--- config.mk ---
export PLATFORM = sky130hd
export DESIGN_NAME = interrupt_mask_controller_regs_flat
export DESIGN_NICKNAME = d
export VERILOG_FILES = /design/src/design/imc_pkg.sv /design/src/design/imc_if.sv /design/src/design/interrupt_mask_controller_regs.sv /design/src/flat_wrapper.sv
export SDC_FILE = /design/constraint.sdc
export NUM_CORES = 1
export LEC_CHECK = 0
export BUFFER_PORTS_ARGS = -buffer_cell sky130_fd_sc_hd__buf_2
export CAP_MARGIN = 20
export CELL_PAD_IN_SITES_DETAIL_PLACEMENT = 1
export CELL_PAD_IN_SITES_GLOBAL_PLACEMENT = 2
export CORE_MARGIN = 5
export CORE_UTILIZATION = 31
export DETAILED_ROUTE_END_ITERATION = 7
export PLACE_DENSITY = 0.83
export SETUP_SLACK_MARGIN = 0.4
export SKIP_LAST_GASP = 1
export SYNTH_ARGS = -nofsm -noshare
export SYNTH_HDL_FRONTEND = slang
export SYNTH_SLANG_ARGS = --single-unit
--- constraint.sdc ---
create_clock -name clock -period 3.1 [get_ports clock]
set_input_delay 0.465 -clock clock [delete_from_list [all_inputs] [get_ports clock]]
set_output_delay 0.465 -clock clock [all_outputs]
set_load 0.02 [all_outputs]
--- src/design/imc_pkg.sv ---
package imc_pkg;

   // Field widths of one request and one response
   localparam int unsigned ActionWidth   = 2;
   localparam int unsigned RegIndexWidth = 2;
   localparam int unsigned DataWidth     = 32;
   localparam int unsigned SourceWidth   = 3;
   localparam int unsigned NumSources    = 6;
   localparam int unsigned RepeatWidth   = 7;
   localparam int unsigned ModeWidth     = 3;

   localparam logic [DataWidth-1:0]  VERSION_WORD = 32'h0202_0102;
   localparam logic [NumSources-1:0] SOURCE_MASK  = 6'h3F;

   // Mode flag positions
   localparam int unsigned MODE_REPEAT = 0;
   localparam int unsigned MODE_EBUS   = 1;
   localparam int unsigned MODE_UPPER  = 2;

   typedef enum logic [ActionWidth-1:0] {
      ACT_READ  = 2'd0,
      ACT_WRITE = 2'd1,
      ACT_RAISE = 2'd2,
      ACT_CLEAR = 2'd3
   } action_type;

   typedef enum logic [RegIndexWidth-1:0] {
      REG_MODE    = 2'd0,
      REG_VERSION = 2'd1,
      REG_PENDING = 2'd2,
      REG_MASK    = 2'd3
   } reg_index_type;

   typedef enum logic [1:0] {
      CMD_HOLD   = 2'd0,
      CMD_CLEAR  = 2'd1,
      CMD_SET    = 2'd2,
      CMD_HOLD_B = 2'd3
   } flag_cmd_type;

   // Apply a two-bit flag command to one bit
   function automatic logic apply_cmd(input logic cur, input logic [1:0] cmd);
      logic res;
      res = cur;
      if (cmd == CMD_CLEAR) begin
         res = 1'b0;
      end else if (cmd == CMD_SET) begin
         res = 1'b1;
      end
      return res;
   endfunction

endpackage

--- src/design/imc_if.sv ---
interface imc_req_if
   import imc_pkg::*;
   ();
   logic                     valid;
   logic                     ready;
   logic [ActionWidth-1:0]   action;
   logic [RegIndexWidth-1:0] reg_index;
   logic [DataWidth-1:0]     write_data;
   logic [SourceWidth-1:0]   irq_source;

   modport source (output valid, output action, output reg_index,
                   output write_data, output irq_source, input ready);
   modport sink   (input valid, input action, input reg_index,
                   input write_data, input irq_source, output ready);
endinterface

interface imc_rsp_if
   import imc_pkg::*;
   ();
   logic                   valid;
   logic                   ready;
   logic [DataWidth-1:0]   read_data;
   logic                   access_error;
   logic                   irq_line;
   logic [RepeatWidth-1:0] repeat_count_out;
   logic [ModeWidth-1:0]   mode_flags;

   modport source (output valid, output read_data, output access_error,
                   output irq_line, output repeat_count_out, output mode_flags,
                   input ready);
   modport sink   (input valid, input read_data, input access_error,
                   input irq_line, input repeat_count_out, input mode_flags,
                   output ready);
endinterface

--- src/design/interrupt_mask_controller_regs.sv ---
// Interrupt controller with mode, version, pending and mask registers. Each
// request is a bus read, a bus write, or an interrupt raise or clear from one
// of six sources, and yields one response carrying the read data, an access
// error flag, the interrupt line and the current mode state. Requests pass an
// input register and a response register; state is updated as a request moves
// between them, so one request is taken every cycle while the response side
// keeps up; responses leave from the response register. The response register
// lets a new request be taken while an earlier response still waits.
module interrupt_mask_controller_regs
   import imc_pkg::*;
(
   input logic       clock,
   input logic       reset,
   imc_req_if.sink   req_chan,
   imc_rsp_if.source rsp_chan
);

   // Input register
   logic                     s1_valid_ff, s1_valid_in;
   action_type               s1_action_ff;
   reg_index_type            s1_reg_ff;
   logic [DataWidth-1:0]     s1_data_ff;
   logic [SourceWidth-1:0]   s1_source_ff;

   // Controller state
   logic [NumSources-1:0]    pending_ff, pending_in;
   logic [NumSources-1:0]    enable_ff, enable_in;
   logic [RepeatWidth-1:0]   repeat_ff, repeat_in;
   logic [ModeWidth-1:0]     mode_ff, mode_in;

   // Response register
   logic                     rsp_valid_ff, rsp_valid_in;
   logic [DataWidth-1:0]     rsp_rdata_ff, rsp_rdata_in;
   logic                     rsp_err_ff, rsp_err_in;
   logic                     rsp_irq_ff;

   logic                     s1_adv;
   logic                     req_take;
   logic                     src_ok;

   assign s1_adv   = s1_valid_ff && (!rsp_valid_ff || rsp_chan.ready);
   assign req_take = req_chan.valid && req_chan.ready;
   assign req_chan.ready = !s1_valid_ff || s1_adv;
   assign src_ok   = s1_source_ff < SourceWidth'(NumSources);

   // Decode the held request and compute next state and response
   always_comb begin
      pending_in   = pending_ff;
      enable_in    = enable_ff;
      repeat_in    = repeat_ff;
      mode_in      = mode_ff;
      rsp_rdata_in = '0;
      rsp_err_in   = 1'b0;
      unique case (s1_action_ff)
         ACT_READ: begin
            unique case (s1_reg_ff)
               REG_VERSION: rsp_rdata_in = VERSION_WORD;
               REG_PENDING: rsp_rdata_in = DataWidth'(pending_ff);
               REG_MASK:    rsp_rdata_in = DataWidth'(enable_ff);
               REG_MODE:    rsp_err_in   = 1'b1;
            endcase
         end
         ACT_WRITE: begin
            unique case (s1_reg_ff)
               REG_MODE: begin
                  repeat_in = {1'b0, s1_data_ff[5:0]} + RepeatWidth'(1);
                  mode_in[MODE_REPEAT] = apply_cmd(mode_ff[MODE_REPEAT], s1_data_ff[8:7]);
                  mode_in[MODE_EBUS]   = apply_cmd(mode_ff[MODE_EBUS], s1_data_ff[10:9]);
                  mode_in[MODE_UPPER]  = apply_cmd(mode_ff[MODE_UPPER], s1_data_ff[13:12]);
               end
               REG_MASK: begin
                  for (int k = 0; k < NumSources; k++) begin
                     enable_in[k] = apply_cmd(enable_ff[k], s1_data_ff[2*k +: 2]);
                  end
               end
               REG_VERSION, REG_PENDING: rsp_err_in = 1'b1;
            endcase
         end
         ACT_RAISE: begin
            if (src_ok) begin
               pending_in[s1_source_ff] = 1'b1;
            end
         end
         ACT_CLEAR: begin
            if (src_ok) begin
               pending_in[s1_source_ff] = 1'b0;
            end
         end
      endcase
   end

   assign s1_valid_in  = req_take || (s1_valid_ff && !s1_adv);
   assign rsp_valid_in = s1_adv || (rsp_valid_ff && !rsp_chan.ready);

   // Control state
   always_ff @(posedge clock) begin
      if (reset) begin
         s1_valid_ff  <= 1'b0;
         rsp_valid_ff <= 1'b0;
         pending_ff   <= '0;
         enable_ff    <= '0;
         repeat_ff    <= '0;
         mode_ff      <= '0;
      end else begin
         s1_valid_ff  <= s1_valid_in;
         rsp_valid_ff <= rsp_valid_in;
         if (s1_adv) begin
            pending_ff <= pending_in;
            enable_ff  <= enable_in;
            repeat_ff  <= repeat_in;
            mode_ff    <= mode_in;
         end
      end
   end

   // Capture the request into the input register
   always_ff @(posedge clock) begin
      if (reset) begin
         s1_action_ff <= ACT_READ;
         s1_reg_ff    <= REG_MODE;
         s1_data_ff   <= '0;
         s1_source_ff <= '0;
      end else if (req_take) begin
         s1_action_ff <= action_type'(req_chan.action);
         s1_reg_ff    <= reg_index_type'(req_chan.reg_index);
         s1_data_ff   <= req_chan.write_data;
         s1_source_ff <= req_chan.irq_source;
      end
   end

   // Load the response register as the request advances
   always_ff @(posedge clock) begin
      if (s1_adv) begin
         rsp_rdata_ff <= rsp_rdata_in;
         rsp_err_ff   <= rsp_err_in;
         rsp_irq_ff   <= |(pending_in & enable_in);
      end
   end

   assign rsp_chan.valid            = rsp_valid_ff;
   assign rsp_chan.read_data        = rsp_rdata_ff;
   assign rsp_chan.access_error     = rsp_err_ff;
   assign rsp_chan.irq_line         = rsp_irq_ff;
   assign rsp_chan.repeat_count_out = repeat_ff;
   assign rsp_chan.mode_flags       = mode_ff;

   // An erroneous access never returns data
   a_err_no_data: assert property (@(posedge clock) disable iff (reset)
      rsp_valid_ff && rsp_err_ff |-> rsp_rdata_ff == '0)
      else $error("access error with nonzero read data");

   // Interrupt line in a fresh response matches the state it was built with
   a_irq_state: assert property (@(posedge clock) disable iff (reset)
      s1_adv |=> rsp_irq_ff == |(pending_ff & enable_ff))
      else $error("interrupt line disagrees with pending and mask");

   // Repeat count stays within its range
   a_repeat_range: assert property (@(posedge clock) disable iff (reset)
      repeat_ff <= RepeatWidth'(64))
      else $error("repeat count out of range");

   // State changes only when a request advances
   a_state_hold: assert property (@(posedge clock) disable iff (reset)
      !s1_adv |=> $stable(pending_ff) && $stable(enable_ff) && $stable(mode_ff))
      else $error("state changed without a request");

endmodule

--- src/flat_wrapper.sv ---
// flat-port wrapper written by rule: the top's interface ports become plain ports
module interrupt_mask_controller_regs_flat import imc_pkg::*;
  (clock, reset, req_chan_valid, req_chan_action, req_chan_reg_index, req_chan_write_data, req_chan_irq_source, req_chan_ready, rsp_chan_valid, rsp_chan_read_data, rsp_chan_access_error, rsp_chan_irq_line, rsp_chan_repeat_count_out, rsp_chan_mode_flags, rsp_chan_ready);
  imc_req_if req_chan_i ();
  imc_rsp_if rsp_chan_i ();
  input logic clock;
  input logic reset;
  input wire logic [$bits(req_chan_i.valid)-1:0] req_chan_valid;
  input wire logic [$bits(req_chan_i.action)-1:0] req_chan_action;
  input wire logic [$bits(req_chan_i.reg_index)-1:0] req_chan_reg_index;
  input wire logic [$bits(req_chan_i.write_data)-1:0] req_chan_write_data;
  input wire logic [$bits(req_chan_i.irq_source)-1:0] req_chan_irq_source;
  output wire logic [$bits(req_chan_i.ready)-1:0] req_chan_ready;
  output wire logic [$bits(rsp_chan_i.valid)-1:0] rsp_chan_valid;
  output wire logic [$bits(rsp_chan_i.read_data)-1:0] rsp_chan_read_data;
  output wire logic [$bits(rsp_chan_i.access_error)-1:0] rsp_chan_access_error;
  output wire logic [$bits(rsp_chan_i.irq_line)-1:0] rsp_chan_irq_line;
  output wire logic [$bits(rsp_chan_i.repeat_count_out)-1:0] rsp_chan_repeat_count_out;
  output wire logic [$bits(rsp_chan_i.mode_flags)-1:0] rsp_chan_mode_flags;
  input wire logic [$bits(rsp_chan_i.ready)-1:0] rsp_chan_ready;
  assign req_chan_i.valid = req_chan_valid;
  assign req_chan_i.action = req_chan_action;
  assign req_chan_i.reg_index = req_chan_reg_index;
  assign req_chan_i.write_data = req_chan_write_data;
  assign req_chan_i.irq_source = req_chan_irq_source;
  assign req_chan_ready = req_chan_i.ready;
  assign rsp_chan_valid = rsp_chan_i.valid;
  assign rsp_chan_read_data = rsp_chan_i.read_data;
  assign rsp_chan_access_error = rsp_chan_i.access_error;
  assign rsp_chan_irq_line = rsp_chan_i.irq_line;
  assign rsp_chan_repeat_count_out = rsp_chan_i.repeat_count_out;
  assign rsp_chan_mode_flags = rsp_chan_i.mode_flags;
  assign rsp_chan_i.ready = rsp_chan_ready;
  interrupt_mask_controller_regs u_core (.clock(clock), .reset(reset), .req_chan(req_chan_i), .rsp_chan(rsp_chan_i));
endmodule
**Word level (Yosys, flattened, before mapping)**

Cells that the tools add are included.
W data, S select, Z words.

- $add $sub $neg: 1
- $lt $le $gt $ge: 3
- Equality and inequality tests: 24
- Multiplexer cells: 29
- Bitwise logic cells: 4
- Reductions and logical operators: 24

Operator list:

| kind | number |
|---|---|
| $pmux W26 S3 | 1 |
| $eq A2 B2 Y1 const B | 13 |
| $mux W6 | 4 |
| $eq A2 B1 Y1 const B | 11 |
| $mux W1 | 21 |
| $and A6 B6 Y6 | 2 |
| $pmux W6 S2 | 1 |
| $reduce_and A4 Y1 | 3 |
| $add A6 B1 Y7 const B | 1 |
| $not A6 Y6 | 1 |
| $or A6 B6 Y6 | 1 |
| $reduce_bool A2 Y1 | 3 |
| $reduce_or A6 Y1 | 1 |
| $logic_and A1 B1 Y1 | 5 |
| $logic_not A1 Y1 | 4 |
| $logic_not A2 Y1 | 2 |
| $logic_or A1 B1 Y1 | 4 |
| $lt A3 B4 Y1 const B | 1 |
| $demux W1 S3 | 1 |
| $ge A3 B1 Y1 const B | 1 |
| $lt A3 B3 Y1 const B | 1 |
| $reduce_and A3 Y1 | 1 |
| $pmux W1 S2 | 1 |
| $reduce_or A2 Y1 | 1 |

- Bits in registers: 79
- Output and inout port bits: 46
- Logic and storage cells: 100

**Depth between registers and ports, before layout**

- Depth after elaboration: 10
- Depth in mapped cells: 9
- Depth with buffers taken out: 6

**Worst setup path before layout**

OpenSTA, ideal clock, no wires.

- Path type: reg-to-reg
- Start point: register u_core.s1_reg_ff[0]
- End point: register u_core.enable_ff[3]
- Library setup time: 125 ps
- Arrival: 1,541 ps
- Data required time: 2,975 ps
- Slack: 1,433 ps
- Cell stages (with the launch flop): 10
- Path buffers: 3
- Cells stage by stage: dfxtp_1 -> ha_1 -> clkbuf_2 -> and3b_1 -> buf_6 -> and3_1 -> buf_6 -> a21oi_1 -> o21ai_1 -> nor2b_4

- Word-level cells in the longest chain between the ends: 3

RTL lines:

| element | RTL line | source |
|---|---|---|
| from (decl) | interrupt_mask_controller_regs.sv:21 | `reg_index_type s1_reg_ff;` |
| from (signal assigned) | interrupt_mask_controller_regs.sv:125 | `s1_reg_ff <= reg_index_type'(req_chan.reg_index);` |
| $eq A2 B2 Y1 | interrupt_mask_controller_regs.sv:64 | `unique case (s1_reg_ff)` |
| $mux W6 | interrupt_mask_controller_regs.sv:64 |  |
| $mux W6 | interrupt_mask_controller_regs.sv:54 | `unique case (s1_action_ff)` |
| to (signal assigned) | interrupt_mask_controller_regs.sv:109 | `enable_ff <= enable_in;` |
| to (decl) | interrupt_mask_controller_regs.sv:27 | `logic [NumSources-1:0] enable_ff, enable_in;` |

Every way passes these cells.
A chain may end at the register's enable or synchronous reset.

**Final worst setup path**

- Start point: register u_core.s1_reg_ff[1]
- End point: register u_core.enable_ff[3]

The elaborated chain is that of the path after synthesis.

==> impl_metrics.json <==
{
  "antenna_left": 0,
  "pin_count": 89,
  "max-slew-margin-rel_pct": 42.9,
  "fin_ws_ns": 1.06,
  "crit_family": "simple AND/OR/NAND/NOR gates",
  "dieHeight_um": 104,
  "cp_slowest_cell": "dfxtp_1",
  "drv_slew": 0,
  "p_leak_nw": 1.22,
  "critPathKind": "reg2reg",
  "seq_area_sq_um": 1170,
  "cts_tree": "yes",
  "post-cts-setup-buffer-count": 0,
  "die-area_sq_um": 10900,
  "synth_edf_count": 9,
  "antenna_found_initial": 0,
  "rows": 34,
  "max_freq_mhz": 490,
  "crit_cells": 6,
  "highest_layer": "met4",
  "worst_pin_slew_ns": 0.856,
  "syn-mean-instance-area_sq_um": 8.48,
  "grt.overflow.total": 0,
  "htree_levels": 2,
  "wl_met1_um": 3250,
  "port_buffers": 47,
  "drt_first_pass_iters": 4,
  "hold_viol_final": 0,
  "cts_root_buf": "clkbuf_8",
  "cp.required_ns": 3.34,
  "fin_skew_ns": 0.00794,
  "wl_met2_um": 3170,
  "crit_fanout": 9,
  "wl_per_cell_um": 14.6,
  "fillers": 1088,
  "ys_types": 42,
  "period_minus_slack_ns": 2.04,
  "multi_input_area_sq_um": 1350,
  "finalSetupViolations": 0,
  "dpl_worst_slack_ns": 1.08,
  "ys_ff_latch": 54,
  "yosysMostFrequentCell": "nand2_1",
  "post_cts_resized": 0,
  "synth_seq_area_share_pct": 42.5,
  "drc": 0,
  "synth_top_cell_by_area": "dfxtp_1",
  "ys.warnings.count": 0,
  "drt_wl_total_um": 6820,
  "cts_max_path_buffers": 2,
  "status": "finished clean",
  "endpoint_kind": "register",
  "core-area_sq_um": 8680,
  "syn-cell-area_sq_um": 2760,
  "grt_pass1_wl_um": 11500,
  "drive_gt1_share_pct": 16.4,
  "vias": 2262,
  "grt_usage_pct": 12.7,
  "p_per_area_nw_per_um2": 437,
  "initial_core_util_pct": 31.8,
  "grt_max_degree": 46,
  "hp-class": "in2reg",
  "die-width_um": 104,
  "via_per_inst": 4.84,
  "netlist_instances": 325,
  "clk_pin_slew_worst_paths_ns": 0.10,
  "cap_violations": 0,
  "peakVddDrop_uv": 206,
  "reg2reg_depth": 6,
  "async_flop_share_pct": 0,
  "yosys-top-cells-area": "dfxtp_1 (33%), edfxtp_1 (9.8%), a21oi_1 (6.9%), buf_4 (6.8%), nand2_1 (6.7%)",
  "numCtsBuffers": 5,
  "dr.first_iter.drc_count": 100,
  "place_hpwl_um": 5110,
  "whs_path_depth": 3,
  "critPathArrivalTime_ns": 2.28,
  "synth_top_area_share_pct": 32.7,
  "gp_congestion": 0.834,
  "fin_crit_sh_pct": 65.9,
  "fin_nets": 412,
  "antenna_cells": 0,
  "cpPeakStageDelay_ns": 0.43,
  "grt_pass1_vias": 2296,
  "synth_ff_type": "dfxtp_1",
  "setup_tns_ns": 0,
  "critPathBufInv": 0,
  "ys_top_cells_by_count": "nand2_1 (49), dfxtp_1 (45), a21oi_1 (38)",
  "cts_sinks": 54,
  "startpoint_type": "register",
  "grt_setup_unrepaired": "no",
  "crit_chain": "ha_1 > and3b_1 > and3_1 > a21oi_1 > o21ai_1 > nor2b_4",
  "area_growth_pct": 9.67,
  "route.met3.wl_um": 318,
  "insertion_delay_ns": 0.30,
  "hold_buffers": 0
}
## through the flow
step | hold slack (ns) | utilization (%) | instance area (sq um) | std cells | power (mW)
global route | 0.393 | 34.8 | 3020 | 467 | 1.39
detailed placement | 0.456 | 33.8 | 2930 | 459 | 0.936
global placement | 0.448 | 33.8 | 2930 | 459 | 0.931
CTS | 0.385 | 34.8 | 3020 | 467 | 1.34
finish | 0.393 | 34.8 | 3020 | 467 | 1.32
floorplan | 0.436 | - | 2840 | 347 | 0.909
## per-layer routing
metal	vias up	track usage, %
li1	1137	-
met1	1073	17.5
met2	48	19.9
met3	4	2.98
met4	0	3.42
met5	-	0
## cell families (layout without fill, tap and decap cells)
group	count (synthesis)	count (layout)	share of synthesized area, %
buffers and inverters	52	64	11.4
AO/OA/AOI/OAI	81	81	17.1
adder cells (fa/ha/maj)	11	11	4.99
multiplexers	9	9	3.27
XOR/XNOR	4	4	1.27
other	1	23	0.136
AND/OR/NAND/NOR	113	113	19.3
flip-flops	54	54	42.5
## worst paths after layout
path                                from               endpoint  slack (ns)
hold / removal    req_chan_write_data[0]   u_core.s1_data_ff[0]        0.39
hold reg to reg    u_core.s1_data_ff[13]  u_core.s1_data_ff[13]        0.46
setup reg to reg     u_core.s1_reg_ff[1]    u_core.enable_ff[3]        1.06
setup / recovery     u_core.s1_reg_ff[1]    u_core.enable_ff[3]        1.06
## placed cells by master (no fill, tap or decap), drive strengths merged, types with 3 or more instances in the layout
cell / Yosys / layout
nand2: 49 / 49
buf: 30 / 48
dfxtp: 45 / 45
a21oi: 38 / 38
nor2: 32 / 32
conb: 1 / 23
o21ai: 18 / 18
a211oi: 11 / 11
ha: 11 / 11
mux2i: 9 / 9
edfxtp: 9 / 9
inv: 8 / 8
clkbuf: 14 / 7
a22oi: 6 / 6
nor2b: 6 / 6
nand3: 5 / 5
nand4: 4 / 4
and3: 3 / 3
## power breakdown
| part | switching, mW | internal [mW] | total [mW] |
|---|---|---|---|
| clock network | 0.221 | 0.181 | 0.402 |
| registers | 0.0342 | 0.737 | 0.771 |
| logic | 0.100 | 0.0471 | 0.147 |
| total | 0.355 | 0.965 | 1.32 |
## registers in the layout (all words and copies together), names as in the netlist
register                          count
u_core.enable_ff                      6
u_core.pending_ff                     6
u_core.rsp_chan.access_error          1
u_core.rsp_chan.irq_line              1
u_core.rsp_chan.mode_flags            3
u_core.rsp_chan.read_data             7
u_core.rsp_chan.repeat_count_out      7
u_core.rsp_chan.valid                 1
u_core.s1_action_ff                   2
u_core.s1_data_ff                    14
u_core.s1_reg_ff                      2
u_core.s1_source_ff                   3
u_core.s1_valid_ff                    1
## cell type report
class | count | area share [%]
multi-input combinational | 241 | 44.7
clock inverter | 1 | 0.166
tap | 108 | 4.47
inverter | 8 | 0.993
sequential | 54 | 38.7
clock buffer | 7 | 2.86
timing repair buffer | 48 | 8.03
## worst register-to-register path, cell delays in order, from the launching register on
cell and delay [ns]:
dfxtp_1 0.43, ha_1 0.35, and3b_1 0.43, and3_1 0.40, a21oi_1 0.11, o21ai_1 0.13
nor2b_4 0.14
Note: power is estimated with default switching activity, not from simulation.
